==> config.mk <==
export PLATFORM = sky130hd
export DESIGN_NAME = mdim_sqrt_cell
export DESIGN_NICKNAME = d
export VERILOG_FILES = /design/src/mdim_pkg.sv /design/src/mdim_sqrt_cell.sv
export SDC_FILE = /design/constraint.sdc
export NUM_CORES = 1
export LEC_CHECK = 0
export BUFFER_PORTS_ARGS = -buffer_cell sky130_fd_sc_hd__buf_2
export CAP_MARGIN = 5
export CORE_AREA = 4 4 183 185
export DETAILED_ROUTE_END_ITERATION = 6
export DIE_AREA = 0 0 187 189
export SYNTH_ARGS = -nofsm -noshare
export SYNTH_HDL_FRONTEND = slang
export SYNTH_SLANG_ARGS = --single-unit
export TNS_END_PERCENT = 5
==> constraint.sdc <==
create_clock -name clock -period 29.1 [get_ports clock]
set_clock_uncertainty 0.2 [all_clocks]
set_input_delay 5.82 -clock clock [delete_from_list [all_inputs] [get_ports clock]]
set_output_delay 5.82 -clock clock [all_outputs]
set_load 0.005 [all_outputs]
==> src/mdim_pkg.sv <==
`timescale 1ns / 1ps
package mdim_pkg;

   localparam int FRAC_BITS = 16;

   // field widths
   localparam int CMD_W   = 32;
   localparam int COEF_W  = 32;
   localparam int DEAD_W  = 31;
   localparam int DRIVE_W = 19;
   localparam int CSR_IDX_W = 3;

   // square root: discriminant below 2^66, root below 2^33
   localparam int SQ_W   = COEF_W + 1;
   localparam int DISC_W = 2 * SQ_W;
   // numerator -b +/- s and its magnitude scaled by the fraction
   localparam int NS_W   = SQ_W + 2;
   localparam int NMAG_W = NS_W - 1 + FRAC_BITS;
   localparam int DEN_W  = COEF_W + 1;
   localparam int QS_W   = NMAG_W + 1;

   localparam logic [DRIVE_W-1:0] NEUTRAL_DRIVE = DRIVE_W'(5 * (1 << (FRAC_BITS - 1)));
   localparam logic [DRIVE_W-1:0] FIVE_DRIVE    = DRIVE_W'(5 * (1 << FRAC_BITS));
   localparam logic signed [QS_W-1:0] NEUTRAL_Q = QS_W'(5 * (1 << (FRAC_BITS - 1)));
   localparam logic signed [QS_W-1:0] FIVE_Q    = QS_W'(5 * (1 << FRAC_BITS));
   localparam logic [COEF_W-1:0] GAIN_RESET     = COEF_W'(1 << FRAC_BITS);

   localparam logic [CSR_IDX_W-1:0] CSR_SPEED_GAIN      = 3'd0;
   localparam logic [CSR_IDX_W-1:0] CSR_DEAD_THRESHOLD  = 3'd1;
   localparam logic [CSR_IDX_W-1:0] CSR_CW_SQUARE_COEF  = 3'd2;
   localparam logic [CSR_IDX_W-1:0] CSR_CW_LINEAR_COEF  = 3'd3;
   localparam logic [CSR_IDX_W-1:0] CSR_CW_CONST_COEF   = 3'd4;
   localparam logic [CSR_IDX_W-1:0] CSR_CCW_SQUARE_COEF = 3'd5;
   localparam logic [CSR_IDX_W-1:0] CSR_CCW_LINEAR_COEF = 3'd6;
   localparam logic [CSR_IDX_W-1:0] CSR_CCW_CONST_COEF  = 3'd7;

   typedef enum logic [1:0] {
      REGION_DEAD = 2'd0,
      REGION_CW   = 2'd1,
      REGION_CCW  = 2'd2,
      REGION_NONE = 2'd3
   } region_type;

   typedef struct packed {
      logic              valid;
      logic [CMD_W-1:0]  target;
      region_type        region;
      logic              fail;
      logic [COEF_W-1:0] coef_a;
      logic [COEF_W-1:0] coef_b;
   } meta_type;

   typedef struct packed {
      meta_type          meta;
      logic [DISC_W-1:0] disc;
      logic [SQ_W+1:0]   rem;
      logic [SQ_W-1:0]   root;
   } sqrt_beat_type;

   typedef struct packed {
      meta_type                   meta;
      logic [DEN_W-1:0]           den;
      logic [1:0][NMAG_W-1:0]     num;
      logic [1:0][DEN_W-1:0]      rem;
      logic [1:0][NMAG_W-1:0]     quo;
      logic [1:0]                 neg;
   } div_beat_type;

endpackage

==> src/mdim_sqrt_cell.sv <==
`timescale 1ns / 1ps
module mdim_sqrt_cell (
   input  logic                   clock,
   input  logic                   reset,
   input  logic                   advance,
   input  mdim_pkg::sqrt_beat_type beat_in,
   output mdim_pkg::sqrt_beat_type beat_out
);
   import mdim_pkg::*;

   sqrt_beat_type beat_ff;
   sqrt_beat_type beat_in_calc;
   logic [SQ_W+3:0] rem_sh;
   logic [SQ_W+3:0] trial;
   logic [SQ_W+3:0] rem_diff;

   // one root bit per cell: bring down two discriminant bits, try 4q+1
   always_comb begin
      rem_sh   = {beat_in.rem, beat_in.disc[DISC_W-1 -: 2]};
      trial    = {2'b00, beat_in.root, 2'b01};
      rem_diff = rem_sh - trial;
      beat_in_calc      = beat_in;
      beat_in_calc.disc = {beat_in.disc[DISC_W-3:0], 2'b00};
      if (rem_sh >= trial) begin
         beat_in_calc.rem  = rem_diff[SQ_W+1:0];
         beat_in_calc.root = {beat_in.root[SQ_W-2:0], 1'b1};
      end else begin
         beat_in_calc.rem  = rem_sh[SQ_W+1:0];
         beat_in_calc.root = {beat_in.root[SQ_W-2:0], 1'b0};
      end
   end

   always_ff @(posedge clock) begin
      if (reset) begin
         beat_ff.meta.valid <= 1'b0;
      end else if (advance) begin
         beat_ff <= beat_in_calc;
      end
   end

   assign beat_out = beat_ff;

endmodule

==> impl_metrics.toml <==
[route]
drt_first_pass_iters = 5
vias = 6947
postRouteAntennaNets = 0
wire_per_inst_um = 20.4
finalWirelength_mm = 31.4
wl_met3_mm = 2.91
wl_met2_mm = 15.7
drc = 0
drt_iter0_markers = 349
via_per_inst = 4.52
wl_met1_mm = 11.7
top_layer = "met5"

[timing]
clock.fmax_mhz = 112
rsz0062_at_grt = "no"
period_share_pct = 30.6
setup_viol = 0
tns_ps = 0
timing.hold.ws_ps = 321
max_slew.worst_pin.slew_ps = 1010
fin_crit_ps = 8900
report.final.slew_viol_count = 0
relSlewSlack_pct = 32.9
hold_viol = 0

[layout]
largest_reg_flops = 232
drive_above_1_share_pct = 46.6
fillers = 3055
syn2layout_area_growth_pct = 39.9
fin_util_pct = 40.8
final_net_count = 1374
layout.cells.non_filler = 1536

[pwr]
p_clk_share_pct = 39.2
p_sw_share_pct = 24.7
pwr-share-seq_pct = 47.5
vdd_drop_max_v = 0.0000415
p_sw_uw = 210
powerDensity_nw_per_um2 = 65.2
leakagePower_uw = 0.00563
comb_power_share_pct = 13.3
p_int_uw = 641

[placed_design]
gp_congestion = 0.871
dp_hpwl_mm = 25.1
dp.cells = 1480
portBuffers = 468

[worst_hold_path]
worstHoldPathType = "register to register"

[clocking]
clock_latency_ps = 540
clock_sinks = 232
root_buffer = "clkbuf_16"
hold_buffers = 0
clockBufferDepth = 3
postCtsSetupRepairBufs = 0
cts-resized-gates = 0
cts_tree = "yes"
cts-buffers-inserted = 28
clk_pin_slew_worst_paths_ps = 60
cts_max_level = 1

[synthesis]
yosysMostFrequentCell = "edfxtp_1"
synth_edf_count = 231
synth.yosys.warnings = 0
syn_area_um2 = 9330
yosysTopAreaCell = "edfxtp_1"
synth_top_cell_area_share_pct = 74.3
netlist_instances = 612
synth_async_sr_flop_share_pct = 0
synth_top_cells_by_count = "231 x edfxtp_1, 59 x nand2_1, 43 x inv_1"
synth.area.top_cells = "edfxtp_1 74%, ha_1 4.7%, nand2_1 2.4%, a21oi_1 2.0%, inv_1 1.7%"
seq_area_frac_synth_pct = 74.6
ys.flop_type = "edfxtp_1"
ys_ff_latch = 232
syn_area_per_cell_um2 = 15.2
yosysUniqueCellTypes = 48

[global_routing]
grt_max_degree = 71
grt-ovfl-total = 0
grt_pass1_vias = 6911
antenna_found_initial = 14
grtUsageTotal_pct = 16.7
grt_first_pass_wirelength_mm = 45.0

[floorplanning]
die_w_um = 187
dieArea_um2 = 35300
start_util_pct = 29.1
fp-row-count = 66
core_um2 = 32000
ios = 471
die_height_um = 189

[job]
drv_cap = 0

[setup_path]
required_ps = 29200
cp_data_arrival_time_ps = 9000
path_max_fanout = 49
critPathKind = "input port to register"
end_kind = "register"
start_kind = "input port"

[run_status]
run_status = "finished, final reports clean"
cells in the final DEF (no fill, tap or decap), types with 5 or more instances in the layout:
| master | instances |
|---|---|
| clkbuf_16 | 28 |
| nand3_1 | 8 |
| o21bai_1 | 6 |
| xor2_1 | 17 |
| nand2_1 | 59 |
| o211ai_1 | 6 |
| a21oi_1 | 37 |
| o21ai_0 | 13 |
| nor3_1 | 5 |
| clkbuf_1 | 5 |
| o21ai_1 | 29 |
| inv_1 | 43 |
| buf_2 | 468 |
| nor2_1 | 22 |
| ha_1 | 35 |
| buf_4 | 5 |
| edfxtp_1 | 231 |
| a21o_1 | 19 |
| nand4_1 | 5 |
| xnor2_1 | 16 |
final timing paths:
check           startpoint  cells after the start             to  slack, ps
min          beat_out[233]                      2  beat_out[233]        320
max             beat_in[0]                     12   beat_out[50]      20200
max reg2reg  beat_out[233]                      2  beat_out[233]      28300
min reg2reg  beat_out[233]                      2  beat_out[233]        320
power groups by stage:
stage | registers (uW) | logic (uW) | clock network (uW)
after floorplan | 420 | 51.4 | 0
after global placement | 411 | 113 | 0
after detailed placement | 411 | 115 | 0
after CTS | 405 | 116 | 343
after global routing | 407 | 125 | 359
final | 404 | 113 | 334
worst max-delay path: stages:
cell	delay [ps]
buf_2	100
inv_1	40
ha_1	340
o21a_1	140
o211ai_1	280
a311o_1	210
o211ai_1	160
o211ai_1	320
a211oi_1	200
o211ai_4	490
buf_4	530
mux2_4	340
layer usage:
metal / GRT usage, % / up-vias
li1: - / 3285
met1: 19.1 / 3285
met2: 29.2 / 294
met3: 6.75 / 65
met4: 4.58 / 18
met5: 0 / -
area by class of cell:
type,count,area [um2],area share [%]
clock buffer,35,747,5.72
antenna,4,10.0,0.0767
tap,408,510,3.91
sequential,232,6960,53.3
timing repair buffer,473,2380,18.2
inverter,43,161,1.24
multi-input combinational,324,2140,16.4
clock inverter,17,151,1.16
metrics by stage:
step | total power [uW] | instance area (um2) | setup WS [ps]
floorplan | 472 | 9340 | 12000
CTS | 863 | 13000 | 20150
global placement | 525 | 12100 | 19670
global route | 891 | 13100 | 19960
finish | 851 | 13100 | 20200
detailed placement | 527 | 12100 | 19560
cell families (layout without fill, tap and decap cells):
family | after synthesis | after routing | synth area share, %
xor+xnor | 33 | 33 | 3.10
buf+inv | 57 | 568 | 2.72
other cells | 1 | 6 | 0.0402
flops | 232 | 232 | 74.6
fa+ha+maj | 35 | 35 | 4.69
compound gates | 136 | 136 | 9.12
mux | 3 | 3 | 0.375
simple gates | 115 | 115 | 5.40
No activity file was read; power rests on OpenSTA's default activity.
