--- config.mk ---
export PLATFORM = sky130hd
export DESIGN_NAME = mdim_div_cell
export DESIGN_NICKNAME = d
export VERILOG_FILES = /design/src/mdim_pkg.sv /design/src/mdim_div_cell.sv
export SDC_FILE = /design/constraint.sdc
export NUM_CORES = 1
export LEC_CHECK = 0
export ABC_AREA = 0
export BUFFER_PORTS_ARGS = -buffer_cell sky130_fd_sc_hd__buf_2
export CORE_AREA = 3 3 316 318
export CTS_BUF_LIST = sky130_fd_sc_hd__clkbuf_4 sky130_fd_sc_hd__clkbuf_8 sky130_fd_sc_hd__clkbuf_16
export CTS_CLUSTER_SIZE = 28
export DETAILED_ROUTE_END_ITERATION = 6
export DIE_AREA = 0 0 319 321
export GPL_ROUTABILITY_DRIVEN = 0
export GPL_TIMING_DRIVEN = 0
export PLACE_DENSITY = 0.47
export SYNTH_ARGS = -nofsm -noshare
export SYNTH_HDL_FRONTEND = slang
export SYNTH_SLANG_ARGS = --single-unit
--- constraint.sdc ---
create_clock -name clock -period 39.9 [get_ports clock]
set_clock_uncertainty 0.1 [all_clocks]
set_input_delay 1.995 -clock clock [delete_from_list [all_inputs] [get_ports clock]]
set_output_delay 1.995 -clock clock [all_outputs]
set_load 0.02 [all_outputs]
--- src/mdim_pkg.sv ---
`timescale 1ns / 1ps
package mdim_pkg;

   localparam int FRAC_BITS = 16;

   // field widths
   localparam int CMD_W   = 32;
   localparam int COEF_W  = 32;
   localparam int DEAD_W  = 31;
   localparam int DRIVE_W = 19;
   localparam int CSR_IDX_W = 3;

   // square root: discriminant below 2^66, root below 2^33
   localparam int SQ_W   = COEF_W + 1;
   localparam int DISC_W = 2 * SQ_W;
   // numerator -b +/- s and its magnitude scaled by the fraction
   localparam int NS_W   = SQ_W + 2;
   localparam int NMAG_W = NS_W - 1 + FRAC_BITS;
   localparam int DEN_W  = COEF_W + 1;
   localparam int QS_W   = NMAG_W + 1;

   localparam logic [DRIVE_W-1:0] NEUTRAL_DRIVE = DRIVE_W'(5 * (1 << (FRAC_BITS - 1)));
   localparam logic [DRIVE_W-1:0] FIVE_DRIVE    = DRIVE_W'(5 * (1 << FRAC_BITS));
   localparam logic signed [QS_W-1:0] NEUTRAL_Q = QS_W'(5 * (1 << (FRAC_BITS - 1)));
   localparam logic signed [QS_W-1:0] FIVE_Q    = QS_W'(5 * (1 << FRAC_BITS));
   localparam logic [COEF_W-1:0] GAIN_RESET     = COEF_W'(1 << FRAC_BITS);

   localparam logic [CSR_IDX_W-1:0] CSR_SPEED_GAIN      = 3'd0;
   localparam logic [CSR_IDX_W-1:0] CSR_DEAD_THRESHOLD  = 3'd1;
   localparam logic [CSR_IDX_W-1:0] CSR_CW_SQUARE_COEF  = 3'd2;
   localparam logic [CSR_IDX_W-1:0] CSR_CW_LINEAR_COEF  = 3'd3;
   localparam logic [CSR_IDX_W-1:0] CSR_CW_CONST_COEF   = 3'd4;
   localparam logic [CSR_IDX_W-1:0] CSR_CCW_SQUARE_COEF = 3'd5;
   localparam logic [CSR_IDX_W-1:0] CSR_CCW_LINEAR_COEF = 3'd6;
   localparam logic [CSR_IDX_W-1:0] CSR_CCW_CONST_COEF  = 3'd7;

   typedef enum logic [1:0] {
      REGION_DEAD = 2'd0,
      REGION_CW   = 2'd1,
      REGION_CCW  = 2'd2,
      REGION_NONE = 2'd3
   } region_type;

   typedef struct packed {
      logic              valid;
      logic [CMD_W-1:0]  target;
      region_type        region;
      logic              fail;
      logic [COEF_W-1:0] coef_a;
      logic [COEF_W-1:0] coef_b;
   } meta_type;

   typedef struct packed {
      meta_type          meta;
      logic [DISC_W-1:0] disc;
      logic [SQ_W+1:0]   rem;
      logic [SQ_W-1:0]   root;
   } sqrt_beat_type;

   typedef struct packed {
      meta_type                   meta;
      logic [DEN_W-1:0]           den;
      logic [1:0][NMAG_W-1:0]     num;
      logic [1:0][DEN_W-1:0]      rem;
      logic [1:0][NMAG_W-1:0]     quo;
      logic [1:0]                 neg;
   } div_beat_type;

endpackage

--- src/mdim_div_cell.sv ---
`timescale 1ns / 1ps
module mdim_div_cell (
   input  logic                  clock,
   input  logic                  reset,
   input  logic                  advance,
   input  mdim_pkg::div_beat_type beat_in,
   output mdim_pkg::div_beat_type beat_out
);
   import mdim_pkg::*;

   div_beat_type beat_ff;
   div_beat_type beat_in_calc;
   logic [1:0][DEN_W:0] rem_sh;

   // restoring division, one quotient bit per lane per cell
   always_comb begin
      beat_in_calc = beat_in;
      for (int l = 0; l < 2; l++) begin
         rem_sh[l] = {beat_in.rem[l], beat_in.num[l][NMAG_W-1]};
         beat_in_calc.num[l] = {beat_in.num[l][NMAG_W-2:0], 1'b0};
         if (rem_sh[l] >= {1'b0, beat_in.den}) begin
            beat_in_calc.rem[l] = DEN_W'(rem_sh[l] - {1'b0, beat_in.den});
            beat_in_calc.quo[l] = {beat_in.quo[l][NMAG_W-2:0], 1'b1};
         end else begin
            beat_in_calc.rem[l] = rem_sh[l][DEN_W-1:0];
            beat_in_calc.quo[l] = {beat_in.quo[l][NMAG_W-2:0], 1'b0};
         end
      end
   end

   always_ff @(posedge clock) begin
      if (reset) begin
         beat_ff.meta.valid <= 1'b0;
      end else if (advance) begin
         beat_ff <= beat_in_calc;
      end
   end

   assign beat_out = beat_ff;

endmodule

==> impl_metrics.yaml, run 1 <==
setup_path:
  worstPathCellList: "buf_2 > ha_1 > inv_1 > fa_1 > a211oi_1 > nor2_1 > o211ai_1 > a211oi_1 > o2111a_1 > o31a_1 > nor2_1 > inv_1 > clkbuf_1 > mux2_2"
  reg2regPathDepth: 2
  cp_slowest_cell: "nor2_1"
  path_class: "in -> reg"
  setup.worst_path.start: "beat_in[268]"
  arrival_ns: 5.82
  critPathBufInv: 4
  end_kind: "register"
  endpoint: "beat_out[150]"
  critPathTopFamily: "compound AO/OA/AOI/OAI gates"
  worstReg2RegStart: "beat_out[400]"
  crit_fanout: 10
  r2r-end: "beat_out[400]"
  regToRegSetupSlack_ns: 39.21
  worstSetupStartpointType: "primary input"
  required_ns: 40.17
  cp.depth: 14
  cp_slowest_stage_delay_ns: 0.43
final_layout:
  drive_above_1_share_pct: 50.2
  regArea_um2: 12000
  post-route-util_pct: 25.3
  multi_input_area_um2: 4350
  layout.cells.non_filler: 3252
  nFillCells: 10300
  largest_reg_flops: 399
  synthToLayoutAreaGrowth_pct: 46.9
  finalNetCount: 2385
  finalInstanceArea_um2: 24500
power_and_ir_drop:
  power_frac_seq_pct: 40.9
  p_sw_share_pct: 28.3
  p_leak_nw: 10.3
  switching_power_uw: 350
  vdd_drop_max_mv: 0.0301
  fin_total_pwr_mw: 1.24
  p_clk_share_pct: 41.8
  p_comb_share_pct: 17.2
  power.density_nw_per_um2: 50.6
  power.internal_uw: 889
logic_synthesis:
  synth_top_area_share_pct: 71.6
  syn_area_per_cell_um2: 16.0
  synth_common_cells: "edfxtp_1 (398), ha_1 (66), inv_1 (57)"
  yosysUniqueCellTypes: 69
  synthArstFlopShare_pct: 0
  synth_ff_type: "edfxtp_1"
  yosysMostFrequentCell: "edfxtp_1"
  synthCells: 1044
  ys_ff_latch: 399
  yosysSeqAreaShare_pct: 71.7
  synth_warnings: 0
  yosysTopAreaCell: "edfxtp_1"
  synthTopCellsByArea: "edfxtp_1 (72%), ha_1 (4.9%), mux2_2 (2.0%)"
  synth_edf_count: 398
  netlist_area_um2: 16700
place:
  dp.cells: 3135
  io_buffers: 800
  dp_slack_ns: 33.76
  post-dp-hpwl_um: 77400
  dpl_cell_area_um2: 22600
clock_tree:
  cts-resized-gates: 0
  clockBufferDepth: 3
  cts_tree: "yes"
  cts_setup_buffers: 0
  cts_sinks: 399
  cts.clk_slew.worst_paths_ns: 0.06
  insertion_delay_ns: 0.62
  numCtsBuffers: 52
  htree_levels: 2
  cts_hold_buf: 0
  ctsRootBufferMaster: "clkbuf_16"
grt:
  grt_use_total_pct: 17.0
  overflow: 0
  grt_pass1_wl_um: 119000
  antenna_found_initial: 86
  grt_pass1_vias: 13400
  grt_max_degree: 39
timing:
  timing.hold.ws_ns: 0.407
  rsz0062_at_grt: "false"
  max_freq_mhz: 180
  worstMarginPinSlew_ns: 1.21
  hold_violations: 0
  min_period_ns: 5.55
  fin_crit_sh_pct: 13.9
  tns_ns: 0
  slew-limit-headroom_pct: 19.1
  worst_slack_ns: 34.35
  slew_violations: 0
  setup_viol: 0
floorplanning:
  die-area_um2: 102000
  die_y_um: 321
  die_w_um: 319
  ios: 805
  start_util_pct: 17.2
  coreArea_um2: 96900
  rows: 114
routing:
  drcViolationCount: 0
  avgRoutedWirePerCell_um: 27.9
  drtIter0Drc: 1106
  ant_nets: 0
  totalWireLength_um: 90800
  viasPerCell: 4.03
  vias: 13100
  first_pass_iters: 5
job:
  drv_cap: 0
min_path:
  hold_class: "reg -> reg"
run_status:
  outcome: "finished, final reports clean"
cells in the final DEF (no fill, tap or decap), drive strengths merged, types with 11 or more instances in the layout:
master / Yosys / final
clkinv: 0 / 22
o21a: 14 / 14
nand4: 16 / 16
xnor2: 34 / 34
diode: 0 / 21
nor3: 16 / 16
bufinv: 0 / 11
o21ai: 28 / 28
nor2: 48 / 48
mux2: 48 / 48
buf: 6 / 820
edfxtp: 398 / 398
nand2: 34 / 34
ha: 66 / 66
a21oi: 51 / 51
inv: 58 / 65
clkbuf: 21 / 75
nand3: 13 / 13
xor2: 13 / 13
a21o: 43 / 43
and3: 13 / 13
worst min path at each step:
stage / cells past startpoint / slack (ns) / end / startpoint
floorplan: 2 / 0.48 / beat_out[400] / beat_out[400]
global placement: 2 / 0.39 / beat_out[400] / beat_out[400]
detailed placement: 2 / 0.40 / beat_out[400] / beat_out[400]
CTS: 2 / 0.41 / beat_out[400] / beat_out[400]
global route: 2 / 0.45 / beat_out[400] / beat_out[400]
finish: 2 / 0.41 / beat_out[400] / beat_out[400]
power groups by stage:
stage | sequential, mW | combinational [mW] | clock [mW]
detailed placement | 0.516 | 0.216 | 0
global placement | 0.534 | 0.212 | 0
finish | 0.508 | 0.213 | 0.519
CTS | 0.508 | 0.218 | 0.541
global route | 0.510 | 0.229 | 0.556
floorplan | 0.567 | 0.0751 | 0
layout make-up:
| class | instances | share of cell area [%] |
|---|---|---|
| clock inverters | 42 | 2.25 |
| diodes | 21 | 0.214 |
| repair buffers | 814 | 17.5 |
| well taps | 1276 | 6.51 |
| clock buffers | 54 | 5.37 |
| flip-flops and latches | 399 | 48.8 |
| multi-input cells | 561 | 17.8 |
| inverters | 58 | 0.919 |
| plain buffers | 27 | 0.612 |
kinds of logic (layout without fill, tap and decap cells):
group                    Yosys count  in the layout  share of synthesized area, %
flip-flops                       399            399                          71.7
AO/OA/AOI/OAI                    215            215                          9.02
AND/OR/NAND/NOR                  176            176                          5.34
buffers and inverters             85            995                          2.25
adder cells (fa/ha/maj)           68             68                          5.19
multiplexers                      53             53                          3.97
XOR/XNOR                          47             47                          2.47
other                              1             23                        0.0225
per-layer routing:
layer	up-vias	global-route usage [%]	wire, um
li1	5831	-	-
met1	6334	18.7	32900
met2	731	26.7	41400
met3	162	10.2	12700
met4	46	7.10	3500
met5	-	0	298
worst register-to-register path, stage by stage (launching register included):
cell and delay, ns:
dfxtp_1 0.31, mux2i_1 0.13, nor2_1 0.05
No activity file was read; power rests on OpenSTA's default activity.
==> inputs of run 2 (changes only) <==
--- a/config.mk
+++ b/config.mk
@@ -7,14 +7,14 @@
 export LEC_CHECK = 0
 export ABC_AREA = 0
 export BUFFER_PORTS_ARGS = -buffer_cell sky130_fd_sc_hd__buf_2
-export CORE_AREA = 3 3 316 318
+export CORE_AREA = 3 3 315 317
 export CTS_BUF_LIST = sky130_fd_sc_hd__clkbuf_4 sky130_fd_sc_hd__clkbuf_8 sky130_fd_sc_hd__clkbuf_16
 export CTS_CLUSTER_SIZE = 28
 export DETAILED_ROUTE_END_ITERATION = 6
-export DIE_AREA = 0 0 319 321
+export DIE_AREA = 0 0 318 320
 export GPL_ROUTABILITY_DRIVEN = 0
 export GPL_TIMING_DRIVEN = 0
-export PLACE_DENSITY = 0.47
+export PLACE_DENSITY = 0.48
 export SYNTH_ARGS = -nofsm -noshare
 export SYNTH_HDL_FRONTEND = slang
 export SYNTH_SLANG_ARGS = --single-unit
==> constraint.sdc (replaced) <==
create_clock -name clock -period 5.1 [get_ports clock]
set_clock_uncertainty 0.1 [all_clocks]
set_input_delay 0.255 -clock clock [delete_from_list [all_inputs] [get_ports clock]]
set_output_delay 0.255 -clock clock [all_outputs]
set_load 0.02 [all_outputs]
==> run 2 against run 1 <==
Compared with the run above: total power grew to 7.9 times the previous value; global-route usage increased by 1.1 points; sequential share of layout area shrank 6.6 points; cell area up 16%; die area shrank 0.62%; cell count increased by 12%; critical path depth rose by 1; register-to-register slack got worse by 35 ns; largest cell class unchanged.
==> impl_metrics.yaml, run 2 (synthesis results as in run 1) <==
floorplanning:
  ios: 805
  die_y_um: 320
  die-area_um2: 102000
  rows: 114
  die_w_um: 318
  start_util_pct: 17.3
  coreArea_um2: 96600
job:
  drv_cap: 0
setup_path:
  reg2regPathDepth: 3
  cp_slowest_cell: "dlygate4sd3_1"
  regToRegSetupSlack_ns: 3.85
  crit_fanout: 10
  worstSetupStartpointType: "primary input"
  critPathTopFamily: "compound AO/OA/AOI/OAI gates"
  path_class: "in -> reg"
  critPathBufInv: 5
  required_ns: 5.35
  worstPathCellList: "dlygate4sd3_1 > buf_2 > ha_1 > inv_1 > fa_1 > a211oi_1 > nor2_1 > o211ai_1 > a211oi_1 > o2111a_1 > o31a_1 > nor2_1 > inv_1 > clkbuf_1 > mux2_2"
  cp_slowest_stage_delay_ns: 0.52
  arrival_ns: 4.60
  end_kind: "register"
  r2r-end: "beat_out[400]"
  worstReg2RegStart: "beat_out[400]"
clock_tree:
  clockBufferDepth: 3
  ctsRootBufferMaster: "clkbuf_16"
  cts.clk_slew.worst_paths_ns: 0.06
  insertion_delay_ns: 0.64
  cts_sinks: 399
  numCtsBuffers: 52
  cts-resized-gates: 0
  htree_levels: 2
  cts_tree: "yes"
  cts_setup_buffers: 0
timing:
  hold_violations: 0
  slew-limit-headroom_pct: 28.6
  max_freq_mhz: 230
  rsz0062_at_grt: "false"
  fin_crit_sh_pct: 85.3
  setup_viol: 0
  worstMarginPinSlew_ns: 1.07
  slew_violations: 0
  min_period_ns: 4.35
power_and_ir_drop:
  p_sw_share_pct: 28.9
  p_leak_nw: 11.9
  power.internal_mw: 6.93
  switching_power_mw: 2.82
  p_comb_share_pct: 20.1
  vdd_drop_max_mv: 0.223
  fin_total_pwr_mw: 9.74
  power_frac_seq_pct: 40.7
  power.density_nw_per_um2: 344
  p_clk_share_pct: 39.1
min_path:
  worstHoldStart: "beat_in[160]"
  min_to: "beat_out[161]"
  worstHoldPathCells: 3
  hold_class: "in -> reg"
grt:
  grt_max_degree: 40
  grt_use_total_pct: 18.1
  antenna_found_initial: 43
  overflow: 0
  grt_pass1_vias: 15200
  grt_pass1_wl_um: 127000
routing:
  first_pass_iters: 5
  totalWireLength_um: 95600
  avgRoutedWirePerCell_um: 26.3
  vias: 14600
  ant_nets: 0
  drcViolationCount: 0
  viasPerCell: 4.00
  drtIter0Drc: 1004
final_layout:
  finalNetCount: 2782
  mostFrequentLayoutCell: "buf_2"
  largest_reg_flops: 399
  nFillCells: 9923
  final_cell_mix: "buf_2 (801), edfxtp_1 (398), dlygate4sd3_1 (398)"
  synthToLayoutAreaGrowth_pct: 69.9
  regArea_um2: 12000
  layout.cells.non_filler: 3639
  drive_above_1_share_pct: 41.9
  multi_input_area_um2: 4350
run_status:
  outcome: "finished, final reports clean"
place:
  dp.cells: 3134
  post-dp-hpwl_um: 79000
  io_buffers: 800
[run 2: cell count changes in the layout (fill, tap and decap cells not counted), sizes merged, moves of 5 or more]
cell	change
clkinvlp	+5
inv	-6
clkbuf	+13
dlygate4sd3	+398
diode	-11
bufinv	-7
[run 2: worst max-delay path by stage]
stage	slack, ns	depth (start not counted)	end	from
2_1_floorplan	-1.63	1	beat_out[0]	advance
3_3_place_gp	-4.50	2	beat_out[129]	advance
3_5_place_dp	0.72	15	beat_out[118]	beat_in[268]
4_1_cts	0.86	15	beat_out[150]	beat_in[268]
5_1_grt	0.53	15	beat_out[150]	beat_in[268]
6_report	0.75	15	beat_out[150]	beat_in[268]
[run 2: layer usage]
layer | wire (um) | track usage (%) | vias up | share of wire [%]
met2 | 43100 | 28.4 | 716 | 45
met5 | 186 | 0 | - | 0.19
met4 | 5080 | 8.67 | 32 | 5.3
met3 | 10300 | 8.18 | 174 | 11
met1 | 36900 | 21.0 | 7046 | 39
li1 | - | - | 6594 | -
[run 2: cell type report]
cell class | instances | area share, %
clock buffers | 67 | 5.10
repair buffers | 1211 | 29.1
well taps | 1276 | 5.63
clock inverters | 30 | 1.16
multi-input cells | 561 | 15.4
inverters | 58 | 0.794
diodes | 10 | 0.0883
plain buffers | 27 | 0.530
flip-flops and latches | 399 | 42.2
[run 2: stage by stage]
stage | setup slack [ns] | hold WS, ns | TNS, ns | area (um^2) | utilization (%)
after detailed placement | 0.723 | 0.333 | 0 | 22600 | 23.4
after global routing | 0.527 | 0.0128 | 0 | 28300 | 29.3
after floorplan | -1.63 | 0.227 | -650.18 | 16700 | -
after global placement | -4.50 | 0.331 | -1771.22 | 22300 | 23.1
after CTS | 0.858 | 0.0114 | 0 | 28300 | 29.3
final | 0.752 | 0.0374 | 0 | 28300 | 29.4
[run 2: power groups by stage]
| stage | sequential (mW) | clock, mW | combinational [mW] |
|---|---|---|---|
| 6_report | 3.97 | 3.81 | 1.96 |
| 5_1_grt | 3.99 | 4.10 | 2.10 |
| 4_1_cts | 3.97 | 3.97 | 2.00 |
| 3_5_place_dp | 4.03 | 0 | 1.69 |
| 2_1_floorplan | 4.37 | 0 | 0.588 |
| 3_3_place_gp | 4.08 | 0 | 1.66 |
[run 2: worst reg2reg max path, delay by kind of cell, from the launching register on]
| kind | cells | cell delay, ns |
|---|---|---|
| simple gates | 1 | 0.05 |
| mux | 1 | 0.12 |
| buf+inv | 1 | 0.55 |
| flops | 1 | 0.31 |
[run 2: what timing repair did]
action                     CTS  global route
hold buffers               398             0
setup endpoints to repair    0             0
hold endpoints to repair   415             0
